`src/sv/wav_header_parser_assert.svh`:
```
// assertion macros for the wav header parser
`ifndef WAV_HEADER_PARSER_ASSERT_SVH
`define WAV_HEADER_PARSER_ASSERT_SVH

`ifndef NO_ASSERTIONS
`define WHP_ASSERT_IMP(lbl, ante, cons, msg) \
  lbl: assert property (@(posedge clk) disable iff (!rst_n) (ante) |-> (cons)) \
    else $error(msg);
`define WHP_ASSERT_NXT(lbl, ante, cons, msg) \
  lbl: assert property (@(posedge clk) disable iff (!rst_n) (ante) |=> (cons)) \
    else $error(msg);
`else
`define WHP_ASSERT_IMP(lbl, ante, cons, msg)
`define WHP_ASSERT_NXT(lbl, ante, cons, msg)
`endif

`endif

```
`src/sv/whp_pkg.sv`:
```
package whp_pkg;

  localparam int unsigned HDR_LEN  = 36;
  localparam int unsigned FMT_BASE = 16;
  localparam logic [31:0] TAG_DATA = 32'h6174_6164;

  typedef struct packed {
    logic [7:0] data_byte;
    logic       last_byte;
  } in_beat_t;

  typedef struct packed {
    logic        status;
    logic [15:0] channels;
    logic [31:0] smp_rate;
    logic [15:0] smp_bits;
    logic [31:0] chunk_len;
    logic [31:0] riff_len;
    logic [15:0] fmt_code;
    logic [31:0] bytes_per_sec;
    logic [15:0] frame_len;
    logic [31:0] audio_start;
  } out_beat_t;

  typedef enum logic [2:0] {
    PH_HDR,
    PH_SKIP,
    PH_ID,
    PH_SIZE,
    PH_DONE
  } phase_t;

  typedef enum logic [3:0] {
    SL_NONE,
    SL_FILE_SIZE,
    SL_FMT_SIZE,
    SL_AUDIO_FMT,
    SL_CHANNELS,
    SL_RATE,
    SL_BYTE_RATE,
    SL_ALIGN,
    SL_BITS
  } slot_t;

  localparam logic STATUS_FOUND   = 1'b0;
  localparam logic STATUS_MISSING = 1'b1;

  // which header field a byte of the fixed header lands in
  function automatic slot_t hdr_slot(input logic [5:0] pos);
    slot_t s;
    s = SL_NONE;
    unique case (pos) inside
      [6'd4 : 6'd7]:   s = SL_FILE_SIZE;
      [6'd16 : 6'd19]: s = SL_FMT_SIZE;
      [6'd20 : 6'd21]: s = SL_AUDIO_FMT;
      [6'd22 : 6'd23]: s = SL_CHANNELS;
      [6'd24 : 6'd27]: s = SL_RATE;
      [6'd28 : 6'd31]: s = SL_BYTE_RATE;
      [6'd32 : 6'd33]: s = SL_ALIGN;
      [6'd34 : 6'd35]: s = SL_BITS;
      default:         s = SL_NONE;
    endcase
    return s;
  endfunction

endpackage

```
`src/sv/wav_header_parser.sv`:
```
// RIFF/WAV header parser.
// Input channel: one file byte per beat (in_data.data_byte), with
// in_data.last_byte set on the final byte of the buffer. The parser picks the
// fmt fields out of the fixed 36-byte header, skips extra fmt bytes, then walks
// chunks until a "data" chunk header completes.
// Output channel: at most one result beat per buffer. status 0 carries the fmt
// fields, the data chunk size and the offset of the first audio byte; status 1
// (all other fields zero) means the buffer ended without a data chunk.
// Bytes after a success are dropped until the last byte, which restarts parsing.
// Result path: a byte is taken into the input register, and its result beat is
// loaded into the result register and offered from there; a held result stalls
// the step between the two registers.
// Throughput: one byte per cycle while no result beat is held by out_stall.
// Reset (rst_n low, synchronous) empties both registers and returns the parser
// to the start of the fixed header.
// When out_stall holds a pending result, the input register still takes one
// byte if it is empty; in_stall is then high until the result beat is taken.
module wav_header_parser (
  input  logic                clk,
  input  logic                rst_n,
  input  logic                in_valid,
  output logic                in_stall,
  input  whp_pkg::in_beat_t   in_data,
  output logic                out_valid,
  input  logic                out_stall,
  output whp_pkg::out_beat_t  out_data
);
  import whp_pkg::*;

  logic      s_valid_r;
  in_beat_t  s_data_r;
  logic      out_valid_r;
  out_beat_t out_data_r;

  logic      adv;
  logic      step_en;
  logic      res_valid;
  out_beat_t res;
  phase_t    phase;
  logic [32:0] skip_left;

  assign adv      = !out_valid_r || !out_stall;
  assign in_stall = s_valid_r && !adv;
  assign step_en  = s_valid_r && adv;

  whp_parse u_parse (
    .clk       (clk),
    .rst_n     (rst_n),
    .en        (step_en),
    .beat      (s_data_r),
    .res_valid (res_valid),
    .res       (res),
    .phase     (phase),
    .skip_left (skip_left)
  );

  always_ff @(posedge clk) begin
    if (!rst_n) begin
      s_valid_r   <= 1'b0;
      out_valid_r <= 1'b0;
    end else begin
      if (!in_stall) begin
        s_valid_r <= in_valid;
      end
      if (adv) begin
        out_valid_r <= s_valid_r && res_valid;
      end
    end
  end

  always_ff @(posedge clk) begin
    if (in_valid && !in_stall) begin
      s_data_r <= in_data;
    end
    if (step_en && res_valid) begin
      out_data_r <= res;
    end
  end

  assign out_valid = out_valid_r;
  assign out_data  = out_data_r;

`include "wav_header_parser_assert.svh"

  `WHP_ASSERT_IMP(a_stall_cause, in_stall, out_valid_r && out_stall, "stall without held result")
  `WHP_ASSERT_IMP(a_skip_nonzero, phase == PH_SKIP, skip_left != 33'd0, "empty skip")
  `WHP_ASSERT_NXT(a_result_loaded, step_en && res_valid, out_valid_r, "result beat lost")

endmodule

```
`src/sv/whp_parse.sv`:
```
module whp_parse (
  input  logic                clk,
  input  logic                rst_n,
  input  logic                en,
  input  whp_pkg::in_beat_t   beat,
  output logic                res_valid,
  output whp_pkg::out_beat_t  res,
  output whp_pkg::phase_t     phase,
  output logic [32:0]         skip_left
);
  import whp_pkg::*;

  phase_t      phase_r, phase_nxt;
  logic [31:0] pos_r, pos_nxt;
  logic [1:0]  fbc_r, fbc_nxt;
  logic [31:0] asm_r, asm_nxt;
  logic [32:0] skip_r, skip_nxt;
  logic [31:0] fmt_r, fmt_nxt;
  logic [31:0] tag_r, tag_nxt;
  logic [31:0] riff_len_r, riff_len_nxt;
  logic [15:0] afmt_r, afmt_nxt;
  logic [15:0] chan_r, chan_nxt;
  logic [31:0] rate_r, rate_nxt;
  logic [31:0] brate_r, brate_nxt;
  logic [15:0] align_r, align_nxt;
  logic [15:0] bits_r, bits_nxt;

  logic [31:0] asm_new;
  logic [32:0] skip_dec;
  logic [32:0] fmt_extra;
  logic [32:0] chunk_skip;
  logic [7:0]  b;

  assign b          = beat.data_byte;
  assign skip_dec   = skip_r - 33'd1;
  assign fmt_extra  = (fmt_r > 32'(FMT_BASE)) ? {1'b0, fmt_r - 32'(FMT_BASE)} : 33'd0;
  assign chunk_skip = {1'b0, asm_new} + {32'd0, asm_new[0]};

  always_comb begin
    asm_new = asm_r;
    asm_new[{fbc_r, 3'b000} +: 8] = b;
  end

  always_comb begin
    phase_nxt    = phase_r;
    pos_nxt      = pos_r + 32'd1;
    fbc_nxt      = fbc_r;
    asm_nxt      = asm_r;
    skip_nxt     = skip_r;
    fmt_nxt      = fmt_r;
    tag_nxt      = tag_r;
    riff_len_nxt = riff_len_r;
    afmt_nxt     = afmt_r;
    chan_nxt     = chan_r;
    rate_nxt     = rate_r;
    brate_nxt    = brate_r;
    align_nxt    = align_r;
    bits_nxt     = bits_r;
    res_valid    = 1'b0;
    res          = '0;

    unique case (phase_r)
      PH_HDR: begin
        case (hdr_slot(pos_r[5:0]))
          SL_FILE_SIZE: riff_len_nxt[{pos_r[1:0], 3'b000} +: 8] = b;
          SL_FMT_SIZE:  fmt_nxt[{pos_r[1:0], 3'b000} +: 8]      = b;
          SL_AUDIO_FMT: afmt_nxt[{pos_r[0], 3'b000} +: 8]       = b;
          SL_CHANNELS:  chan_nxt[{pos_r[0], 3'b000} +: 8]       = b;
          SL_RATE:      rate_nxt[{pos_r[1:0], 3'b000} +: 8]     = b;
          SL_BYTE_RATE: brate_nxt[{pos_r[1:0], 3'b000} +: 8]    = b;
          SL_ALIGN:     align_nxt[{pos_r[0], 3'b000} +: 8]      = b;
          SL_BITS:      bits_nxt[{pos_r[0], 3'b000} +: 8]       = b;
          default: ;
        endcase
        if (pos_r[5:0] == 6'(HDR_LEN - 1)) begin
          skip_nxt  = fmt_extra;
          fbc_nxt   = 2'd0;
          tag_nxt   = '0;
          asm_nxt   = '0;
          phase_nxt = (fmt_extra == 33'd0) ? PH_ID : PH_SKIP;
        end
      end
      PH_SKIP: begin
        if (skip_r != 33'd0) begin
          skip_nxt = skip_dec;
        end
        if (skip_r == 33'd0 || skip_dec == 33'd0) begin
          skip_nxt  = 33'd0;
          fbc_nxt   = 2'd0;
          tag_nxt   = '0;
          asm_nxt   = '0;
          phase_nxt = PH_ID;
        end
      end
      PH_ID: begin
        tag_nxt[{fbc_r, 3'b000} +: 8] = b;
        if (fbc_r == 2'd3) begin
          fbc_nxt   = 2'd0;
          asm_nxt   = '0;
          phase_nxt = PH_SIZE;
        end else begin
          fbc_nxt = fbc_r + 2'd1;
        end
      end
      PH_SIZE: begin
        asm_nxt = asm_new;
        if (fbc_r != 2'd3) begin
          fbc_nxt = fbc_r + 2'd1;
        end else if (tag_r == TAG_DATA) begin
          res_valid         = 1'b1;
          res.status        = STATUS_FOUND;
          res.channels      = chan_r;
          res.smp_rate      = rate_r;
          res.smp_bits      = bits_r;
          res.chunk_len     = asm_new;
          res.riff_len      = riff_len_r;
          res.fmt_code      = afmt_r;
          res.bytes_per_sec = brate_r;
          res.frame_len     = align_r;
          res.audio_start   = pos_r + 32'd1;
          phase_nxt         = PH_DONE;
        end else begin
          skip_nxt  = chunk_skip;
          fbc_nxt   = 2'd0;
          tag_nxt   = '0;
          asm_nxt   = '0;
          phase_nxt = (chunk_skip == 33'd0) ? PH_ID : PH_SKIP;
        end
      end
      default: ;
    endcase

    if (beat.last_byte) begin
      if (!res_valid && phase_r != PH_DONE) begin
        res_valid  = 1'b1;
        res        = '0;
        res.status = STATUS_MISSING;
      end
      phase_nxt    = PH_HDR;
      pos_nxt      = '0;
      fbc_nxt      = '0;
      asm_nxt      = '0;
      skip_nxt     = '0;
      fmt_nxt      = '0;
      tag_nxt      = '0;
      riff_len_nxt = '0;
      afmt_nxt     = '0;
      chan_nxt     = '0;
      rate_nxt     = '0;
      brate_nxt    = '0;
      align_nxt    = '0;
      bits_nxt     = '0;
    end
  end

  always_ff @(posedge clk) begin
    if (!rst_n) begin
      phase_r    <= PH_HDR;
      pos_r      <= '0;
      fbc_r      <= '0;
      asm_r      <= '0;
      skip_r     <= '0;
      fmt_r      <= '0;
      tag_r      <= '0;
      riff_len_r <= '0;
      afmt_r     <= '0;
      chan_r     <= '0;
      rate_r     <= '0;
      brate_r    <= '0;
      align_r    <= '0;
      bits_r     <= '0;
    end else if (en) begin
      phase_r    <= phase_nxt;
      pos_r      <= pos_nxt;
      fbc_r      <= fbc_nxt;
      asm_r      <= asm_nxt;
      skip_r     <= skip_nxt;
      fmt_r      <= fmt_nxt;
      tag_r      <= tag_nxt;
      riff_len_r <= riff_len_nxt;
      afmt_r     <= afmt_nxt;
      chan_r     <= chan_nxt;
      rate_r     <= rate_nxt;
      brate_r    <= brate_nxt;
      align_r    <= align_nxt;
      bits_r     <= bits_nxt;
    end
  end

  assign phase     = phase_r;
  assign skip_left = skip_r;

endmodule

```
`config.mk`:
```
export PLATFORM = sky130hd
export DESIGN_NAME = wav_header_parser
export DESIGN_NICKNAME = d
export VERILOG_FILES = /design/src/sv/whp_pkg.sv /design/src/sv/wav_header_parser.sv /design/src/sv/whp_parse.sv
export VERILOG_INCLUDE_DIRS = /design/src /design/src/sv
export SDC_FILE = /design/constraint.sdc
export NUM_CORES = 1
export LEC_CHECK = 0
export ABC_CLOCK_PERIOD_IN_PS = 28200
export BUFFER_PORTS_ARGS = -buffer_cell sky130_fd_sc_hd__buf_2
export CORE_MARGIN = 5
export CORE_UTILIZATION = 60
export DETAILED_ROUTE_END_ITERATION = 8
export GPL_ROUTABILITY_DRIVEN = 0
export PLACE_DENSITY = 0.84
export SLEW_MARGIN = 20
export SYNTH_ARGS = -nofsm -noshare
export SYNTH_HDL_FRONTEND = slang
export SYNTH_SLANG_ARGS = --single-unit
```
`constraint.sdc`:
```
create_clock -name clk -period 28.2 [get_ports clk]
set_input_delay 2.82 -clock clk [delete_from_list [all_inputs] [get_ports clk]]
set_output_delay 2.82 -clock clk [all_outputs]
set_load 0.02 [all_outputs]
```
Yosys cells after proc, flatten, opt, wreduce, memory -nomap -nowiden
Cells that the tools add are included.

word-level totals
  register bits after elaboration = 562
  word-level logic and storage cells = 215
  output and inout port bits = 227
  input port bits = 13

operators by class
  shift operators = 6
  add/sub/neg operators = 8
  eq/ne operators = 23
  order comparisons = 17
  reduce and logical (&&, ||, !) cells = 51
  mux-type cells = 82

operators with widths
  cell                    number
  $mux 225                4
  $mux 32                 23
  $pmux 32 s4             2
  $mux 224                1
  $mux 33                 6
  $bwmux 32               6
  $mux 16                 12
  $logic_not 33->1        4
  $pmux 33 s3             1
  $bwmux 16               4
  $shift 8x7->32 const A  2
  $shiftx 8x7->32         2
  $add 32x1->33           1
  $reduce_bool 33->1      1
  $sub 33x1->33 const B   1
  $add 32x1->32 const B   1
  $eq 32x31->1 const B    1
  $gt 32x5->1 const B     1
  $pmux 4 s8              1
  $sub 32x5->32 const B   1
  $ge 6x5->1 const B      5
  $le 6x5->1 const B      5
  $reduce_and 3->1        8
  $mux 3                  6
  other kinds (36)        88

Depth between registers and ports, before layout
Gate-level depths: netlist of the first run.

  depth in word-level cells = 10
  mapped depth = 17
  depth with buffers taken out = 15

Modules after synthesis
From an unflattened synthesis of the first run, not the netlist that was laid out.

second synthesis, totals
  cells, all modules = 2628
  area, all modules = 25798.5 µm²

modules (own cells, without submodules)
  module             sequential area each (µm²)  area each (µm²)  times used  cells each
  whp_parse          6526.3                      18680.4          1           2384
  wav_header_parser  7066.8                      7118.1           1           244

Worst setup path before layout of the first run
Ideal clock, no wire load.

  path type = input to register
  start = input out_stall
  end = register out_data_r (netlist bit out_data[0]) (enable)
  path buffers = 0
  stages = 3
  setup time = 1.216 ns
  setup slack = 7.062 ns
  arrival time = 19.922 ns
  data required time = 26.984 ns
  path through = nand2_1 -> nand2_1 -> a311oi_1

between the ends
  cells in the longest elaborated chain, start to end = 4

ends and longest elaborated chain
  item                    RTL line                 text
  start: declaration      wav_header_parser.sv:25  input logic out_stall,
  $logic_not 1->1         wav_header_parser.sv:42  assign adv = !out_valid_r || !out_stall;
  $logic_or 1x1->1        wav_header_parser.sv:42
  $logic_and 1x1->1       wav_header_parser.sv:44  assign step_en = s_valid_r && adv;
  $logic_and 1x1->1       wav_header_parser.sv:75  if (step_en && res_valid) begin
  end signal: assignment  wav_header_parser.sv:76  out_data_r <= res;
  end: declaration        wav_header_parser.sv:33  out_beat_t out_data_r;

No other way between the ends.
A chain may end at the register's enable or synchronous reset.

Worst setup path after layout of the first run
  start = input out_stall
  end = output in_stall

between the ends
  cells in the longest elaborated chain, start to end = 4

ends and longest elaborated chain
  item               RTL line                 text
  $logic_not 1->1    wav_header_parser.sv:42
  $logic_or 1x1->1   wav_header_parser.sv:42
  $logic_not 1->1    wav_header_parser.sv:43  assign in_stall = s_valid_r && !adv;
  $logic_and 1x1->1  wav_header_parser.sv:43
  end: declaration   wav_header_parser.sv:22  output logic in_stall,

No other way between the ends.

==> flow_summary.ini, run 1 <==
[route]
route.detailed.drc = 0
detailroute.via_count = 21400
drtPass1Iterations = 9
detail_route.wl_per_cell_um = 21.6
detail_route.vias_per_cell = 6.44
violation_count_after_the_first_detailed_route_iteration = 3238
drt-total-wl_um = 71800
detail-route-antenna-nets = 0

[placed_design]
placement.io_buffers = 239
placed_cells_incl_taps = 3222
post-place-ws_ns = 22.09
detailed_place_hpwl_um = 48000
placed_area_mm2 = 0.0269

[hold_path]
hold_path.class = reg -> reg

[layout]
fin_nets = 2768
final_layout_size_suffix_gt1_share_pct = 14.2
diodes = 0
finalInstanceArea_mm2 = 0.0288
layout-area-overhead-vs-synth_pct = 13.0
layout.cells.most_common_list = nor2_1 (474), dfxtp_1 (328), buf_2 (239)
fin_cells = 3323
leading_cell_type_in_the_layout_fill_and_taps_excluded = nor2_1

[worst_setup_path]
setup.reg_to_reg.worst_slack_ns = 22.43
cp_launch_point = out_stall
worst_reg2reg_path_startpoint = u_parse.fbc_r[0]
worstReg2RegEnd = u_parse.phase[0]
timing.critical_path.cells = buf_2 -> and3_1 -> buf_2
cp_max_fo = 3
worst_ep_required_time_ns = 25.38
timing.setup.critical_path_class = in -> out
crit_top_cell = buf_2
cp_slowest_cell = and3_1
startpoint_type = primary input
critPathCapture = in_stall
worstSetupEndpointType = output port
critPathArrivalTime_ns = 3.29
rr_worst_depth = 12
critical-path-max-stage-delay_ns = 0.20

[sta]
post-route-worst-setup-slack_ns = 22.09
final_number_of_setup_violating_endpoints = 0
achievable-frequency_mhz = 164
final_hold_viol_count = 0
relSlewSlack_pct = 28.6
finalClockSkew_ns = 0.0146
rsz_0062_raised_after_global_routing = false
timing.final.crit_period_ns = 6.11
slew_violations = 0
timing.final.crit_share_pct = 21.7
fin_tns_setup_ns = 0
worst_pin_slew_ns = 1.07

[global_route]
grt_pass1_vias = 20200
first_pass_grt_wire_length_um = 112000
overall_global_routing_resource_usage_pct = 29.4
grt_overflow_total = 0
grt_antenna_before_repair = 0
maximum_number_of_pins_on_one_net_before_global_route_repair = 165

[clock_network]
cts_buffers = 53
clk_pin_slew_ns = 0.06
cts_tree = yes
cts.repair_timing.setup_buffer_count = 0
total_of_hold_buffers_inserted_after_clock_tree_synthesis = 0
number_of_resized_instances_in_the_post_cts_repair_step = 0
htree_levels = 2
clock-root-buffer = clkbuf_16
cts_sinks = 562
worstSkewPairLatency_ns = 0.62
clock_path_buffers = 3

[pwr]
power-per-cell-area_mw_per_mm2 = 60.1
combPwrFrac_pct = 7.1
total_power_mw = 1.73
cellLeakagePower_nw = 9.70
power.ir.vdd_worst_mv = 0.0462
clock_power_share_pct = 42.6
switching_share_pct = 24.0
power.sequential.fraction_pct = 50.3
netSwitchingPower_mw = 0.414
p_int_mw = 1.31

[floorplanning]
fp.dieW_um = 216
core_area_mm2 = 0.0419
row_count = 75
die_height_um = 216
die_area_mm2 = 0.0467
start_util_pct = 60.7
io_pins = 240

[run_status]
outcome = completed

[yosys]
synth_warnings = 0
syn_nets = 2618
async_reset_ff_share_pct = 0
ys.flop_type = dfxtp_1
synth_seq_area_share_pct = 53.4
synth.top_cells.by_area = edfxtp_1 (28%), dfxtp_1 (26%), nor2_1 (7.1%)
netlist_instances = 2589
syn_area_per_cell_um2 = 9.84
synth_enable_flop_cells = 234
synth_area_mm2 = 0.0255
synth.ff_latch_count = 562
post-synth-top-area-cell = edfxtp_1
synth_cell_type_count = 84
synth_largest_type_area_fraction_pct = 27.6

[flow_run]
count_of_max_cap_constraint_violations = 0
## cells by family after synthesis
logic type | share of synthesized area [%]
compound gates | 12.7
xor+xnor | 2.92
fa+ha+maj | 0.786
buf+inv | 3.01
flops | 53.4
mux | 5.15
simple gates | 22.1
## sequential cells by signal, indices dropped and copies added (netlist names), 3 cells and up
| register | cells |
|---|---|
| u_parse.phase | 3 |
| out_data | 225 |
| u_parse.afmt_r | 16 |
| s_data_r | 9 |
| u_parse.skip_left | 33 |
| u_parse.chan_r | 16 |
| u_parse.bits_r | 16 |
| u_parse.rate_r | 32 |
| u_parse.riff_len_r | 32 |
| u_parse.align_r | 16 |
| u_parse.pos_r | 32 |
| u_parse.brate_r | 32 |
| u_parse.fmt_r | 32 |
| u_parse.asm_r | 32 |
| u_parse.tag_r | 32 |
## power by group through the flow
stage	Clock (mW)	Sequential, mW	Combinational (mW)
global placement	0	0.886	0.115
finish	0.737	0.869	0.123
floorplan	0	0.910	0.0628
detailed placement	0	0.887	0.118
CTS	0.745	0.869	0.119
global route	0.779	0.870	0.129
## stage by stage
stage,hold slack [ns],utilization (%)
3_3_place_gp,0.437,64.2
3_5_place_dp,0.447,64.2
2_1_floorplan,0.424,-
4_1_cts,0.456,68.5
6_report,0.458,68.6
5_1_grt,0.482,68.6
## layer usage
metal / track usage (%) / wire length (um)
met5: 0 / 0
met4: 12.4 / 3470
met3: 6.33 / 7690
met2: 46.9 / 33100
met1: 39.1 / 27500
## critical path: cells and delay by family
family | cells | cell delay (ns)
buf+inv | 2 | 0.27
simple gates | 1 | 0.20
## how the worst min path moves through the flow
| stage | endpoint | cells past startpoint | slack [ns] | from |
|---|---|---|---|---|
| detailed placement | u_parse.tag_r[4] | 1 | 0.45 | u_parse.tag_r[4] |
| finish | u_parse.asm_r[30] | 2 | 0.46 | u_parse.asm_r[30] |
| CTS | u_parse.asm_r[7] | 2 | 0.46 | u_parse.asm_r[7] |
| global route | u_parse.tag_r[29] | 1 | 0.48 | u_parse.tag_r[29] |
| global placement | u_parse.tag_r[22] | 1 | 0.44 | u_parse.tag_r[22] |
| floorplan | u_parse.tag_r[18] | 1 | 0.42 | u_parse.tag_r[18] |
## final cells by class
type                    count  area, um2
fillers                  2993      13200
clock inverters            32        359
repair buffers            266       1430
flip-flops and latches    562      13600
well taps                 539        674
multi-input cells        1828      11200
clock buffers              68       1440
inverters                  28        110
## Yosys cell counts (all sizes together) (15+ instances only)
library cell    n
a21oi          87
a22oi          25
a31oi          34
a32oi          70
and2          184
and3           19
clkbuf        161
dfxtp         328
edfxtp        234
ha             16
inv            28
mux2i         131
nand2         127
nand2b         20
nand3          36
nand4          22
nor2          480
nor2b          38
nor3           82
nor4           27
o21ai          94
o22ai          17
o2bb2ai        34
o41ai          15
or3            27
or4            17
xnor2          60
xor2           25
No activity file was read; power rests on OpenSTA's default activity.
==> run 2, diff against run 1 <==
--- a/config.mk
+++ b/config.mk
@@ -6,13 +6,13 @@
 export SDC_FILE = /design/constraint.sdc
 export NUM_CORES = 1
 export LEC_CHECK = 0
-export ABC_CLOCK_PERIOD_IN_PS = 28200
+export ABC_CLOCK_PERIOD_IN_PS = 5500
 export BUFFER_PORTS_ARGS = -buffer_cell sky130_fd_sc_hd__buf_2
 export CORE_MARGIN = 5
-export CORE_UTILIZATION = 60
+export CORE_UTILIZATION = 54
 export DETAILED_ROUTE_END_ITERATION = 8
 export GPL_ROUTABILITY_DRIVEN = 0
-export PLACE_DENSITY = 0.84
+export PLACE_DENSITY = 0.8
 export SLEW_MARGIN = 20
 export SYNTH_ARGS = -nofsm -noshare
 export SYNTH_HDL_FRONTEND = slang
==> constraint.sdc (replaced) <==
create_clock -name clk -period 5.5 [get_ports clk]
set_input_delay 0.55 -clock clk [delete_from_list [all_inputs] [get_ports clk]]
set_output_delay 0.55 -clock clk [all_outputs]
set_load 0.02 [all_outputs]
==> flow_summary.ini, run 2 (synthesis results as in run 1) <==
[layout]
layout-area-overhead-vs-synth_pct = 14.2
fin_nets = 2781
fillerInstances = 3662
layout.cells.most_common_list = nor2_1 (477), dfxtp_1 (328), buf_2 (239)
final_layout_size_suffix_gt1_share_pct = 14.4
layout.core_utilization_pct = 62.4
finalInstanceArea_mm2 = 0.0291
largest_register_ff_count = 225
area.sequential_mm2 = 0.0136
fin_cells = 3407
multi_input_comb_area_mm2 = 0.0112
leading_cell_type_in_the_layout_fill_and_taps_excluded = nor2_1

[flow_run]
count_of_max_cap_constraint_violations = 0

[worst_setup_path]
startpoint_type = register
critPathArrivalTime_ns = 5.56
worst_ep_required_time_ns = 5.96
timing.setup.critical_path_class = reg -> reg
cp_max_fo = 19
worstSetupEndpointType = register

[route]
drtPass1Iterations = 7
wl_met1_um = 29100
detail-route-antenna-nets = 0
highest-signal-layer = met4
violation_count_after_the_first_detailed_route_iteration = 3039
detail_route.vias_per_cell = 6.34
met2WireLength_um = 33500
route.detailed.drc = 0
detailroute.via_count = 21600
drt-total-wl_um = 73700
detailroute.wirelength.met3_um = 7280
detail_route.wl_per_cell_um = 21.6

[floorplanning]
fp.dieW_um = 227
row_count = 79
start_util_pct = 54.6
io_pins = 240
die_height_um = 227
die_area_mm2 = 0.0516
core_area_mm2 = 0.0467

[clock_network]
cts_buffers = 55
clk_pin_slew_ns = 0.06
number_of_resized_instances_in_the_post_cts_repair_step = 0
clock-root-buffer = clkbuf_16
cts_tree = yes
htree_levels = 2
cts_sinks = 562
total_of_hold_buffers_inserted_after_clock_tree_synthesis = 0
cts.repair_timing.setup_buffer_count = 0
worstSkewPairLatency_ns = 0.61
clock_path_buffers = 3

[hold_path]
hold_path.class = in -> reg

[pwr]
power.ir.vdd_worst_mv = 0.224
power-per-cell-area_mw_per_mm2 = 311
cellLeakagePower_nw = 9.84

[sta]
timing.final.crit_share_pct = 92.6
final_hold_viol_count = 0
rsz_0062_raised_after_global_routing = false
relSlewSlack_pct = 23.7
worst_pin_slew_ns = 1.14
finalClockSkew_ns = 0.0174
slew_violations = 0
final.hold.worst_slack_ns = 0.110
timing.final.crit_period_ns = 5.10
final_number_of_setup_violating_endpoints = 0
post-route-worst-setup-slack_ns = 0.405
achievable-frequency_mhz = 196

[global_route]
grt_overflow_total = 0
first_pass_grt_wire_length_um = 114000
maximum_number_of_pins_on_one_net_before_global_route_repair = 166
grt_antenna_before_repair = 0
overall_global_routing_resource_usage_pct = 27.3
grt_pass1_vias = 20300

[run_status]
outcome = completed

[placed_design]
placed_cells_incl_taps = 3301
post-place-ws_ns = 0.670
placed_area_mm2 = 0.0272
placement.io_buffers = 239
detailed_place_hpwl_um = 49800
run 2: path summary, 6_finish.rpt:
kind	endpoint	start	cells past startpoint	slack [ns]
worst max-delay path	u_parse.phase[0]	u_parse.fbc_r[0]	17	0.40
worst min-delay path	s_data_r[7]	in_data[7]	1	0.11
worst max register to register	u_parse.phase[0]	u_parse.fbc_r[0]	17	0.40
worst min register to register	u_parse.asm_r[7]	u_parse.asm_r[7]	2	0.45
run 2: cell type report:
| class | count | share of cell area [%] |
|---|---|---|
| diodes | 1 | 0.00860 |
| clock buffers | 79 | 5.41 |
| clock inverters | 25 | 1.13 |
| inverters | 28 | 0.378 |
| multi-input cells | 1828 | 38.4 |
| flip-flops and latches | 562 | 46.7 |
| well taps | 607 | 2.61 |
| repair buffers | 277 | 5.32 |
run 2: metrics by stage:
step	total power [mW]	TNS (ns)
final	9.04	0
after floorplan	4.96	-545.43
after detailed placement	5.17	0
after CTS	9.06	0
after global routing	9.28	0
after global placement	5.16	0
run 2: per-layer routing:
metal / vias to the layer above / GRT usage [%]
met4: 0 / 12.2
met3: 289 / 4.31
met5: - / 0
li1: 9660 / -
met1: 10300 / 37.3
met2: 1412 / 43.5
run 2: where the power goes:
group / switching (mW) / total (mW) / internal, mW
clock network: 1.61 / 3.94 / 2.33
registers: 0.0512 / 4.47 / 4.41
logic: 0.463 / 0.636 / 0.173
total: 2.13 / 9.04 / 6.92
run 2: critical path, stage by stage, from the launching register on:
cell       delay (ns)
dfxtp_1          0.75
inv_1            0.21
ha_1             0.55
nand4bb_1        0.33
and2_1           0.22
inv_1            0.07
ha_1             0.20
a21boi_0         0.22
buf_4            0.17
nand4_1          0.09
buf_4            0.22
or4_1            0.53
or4_1            0.47
a21boi_0         0.26
o211ai_1         0.16
nor3_2           0.27
o41a_1           0.16
o31ai_1          0.06
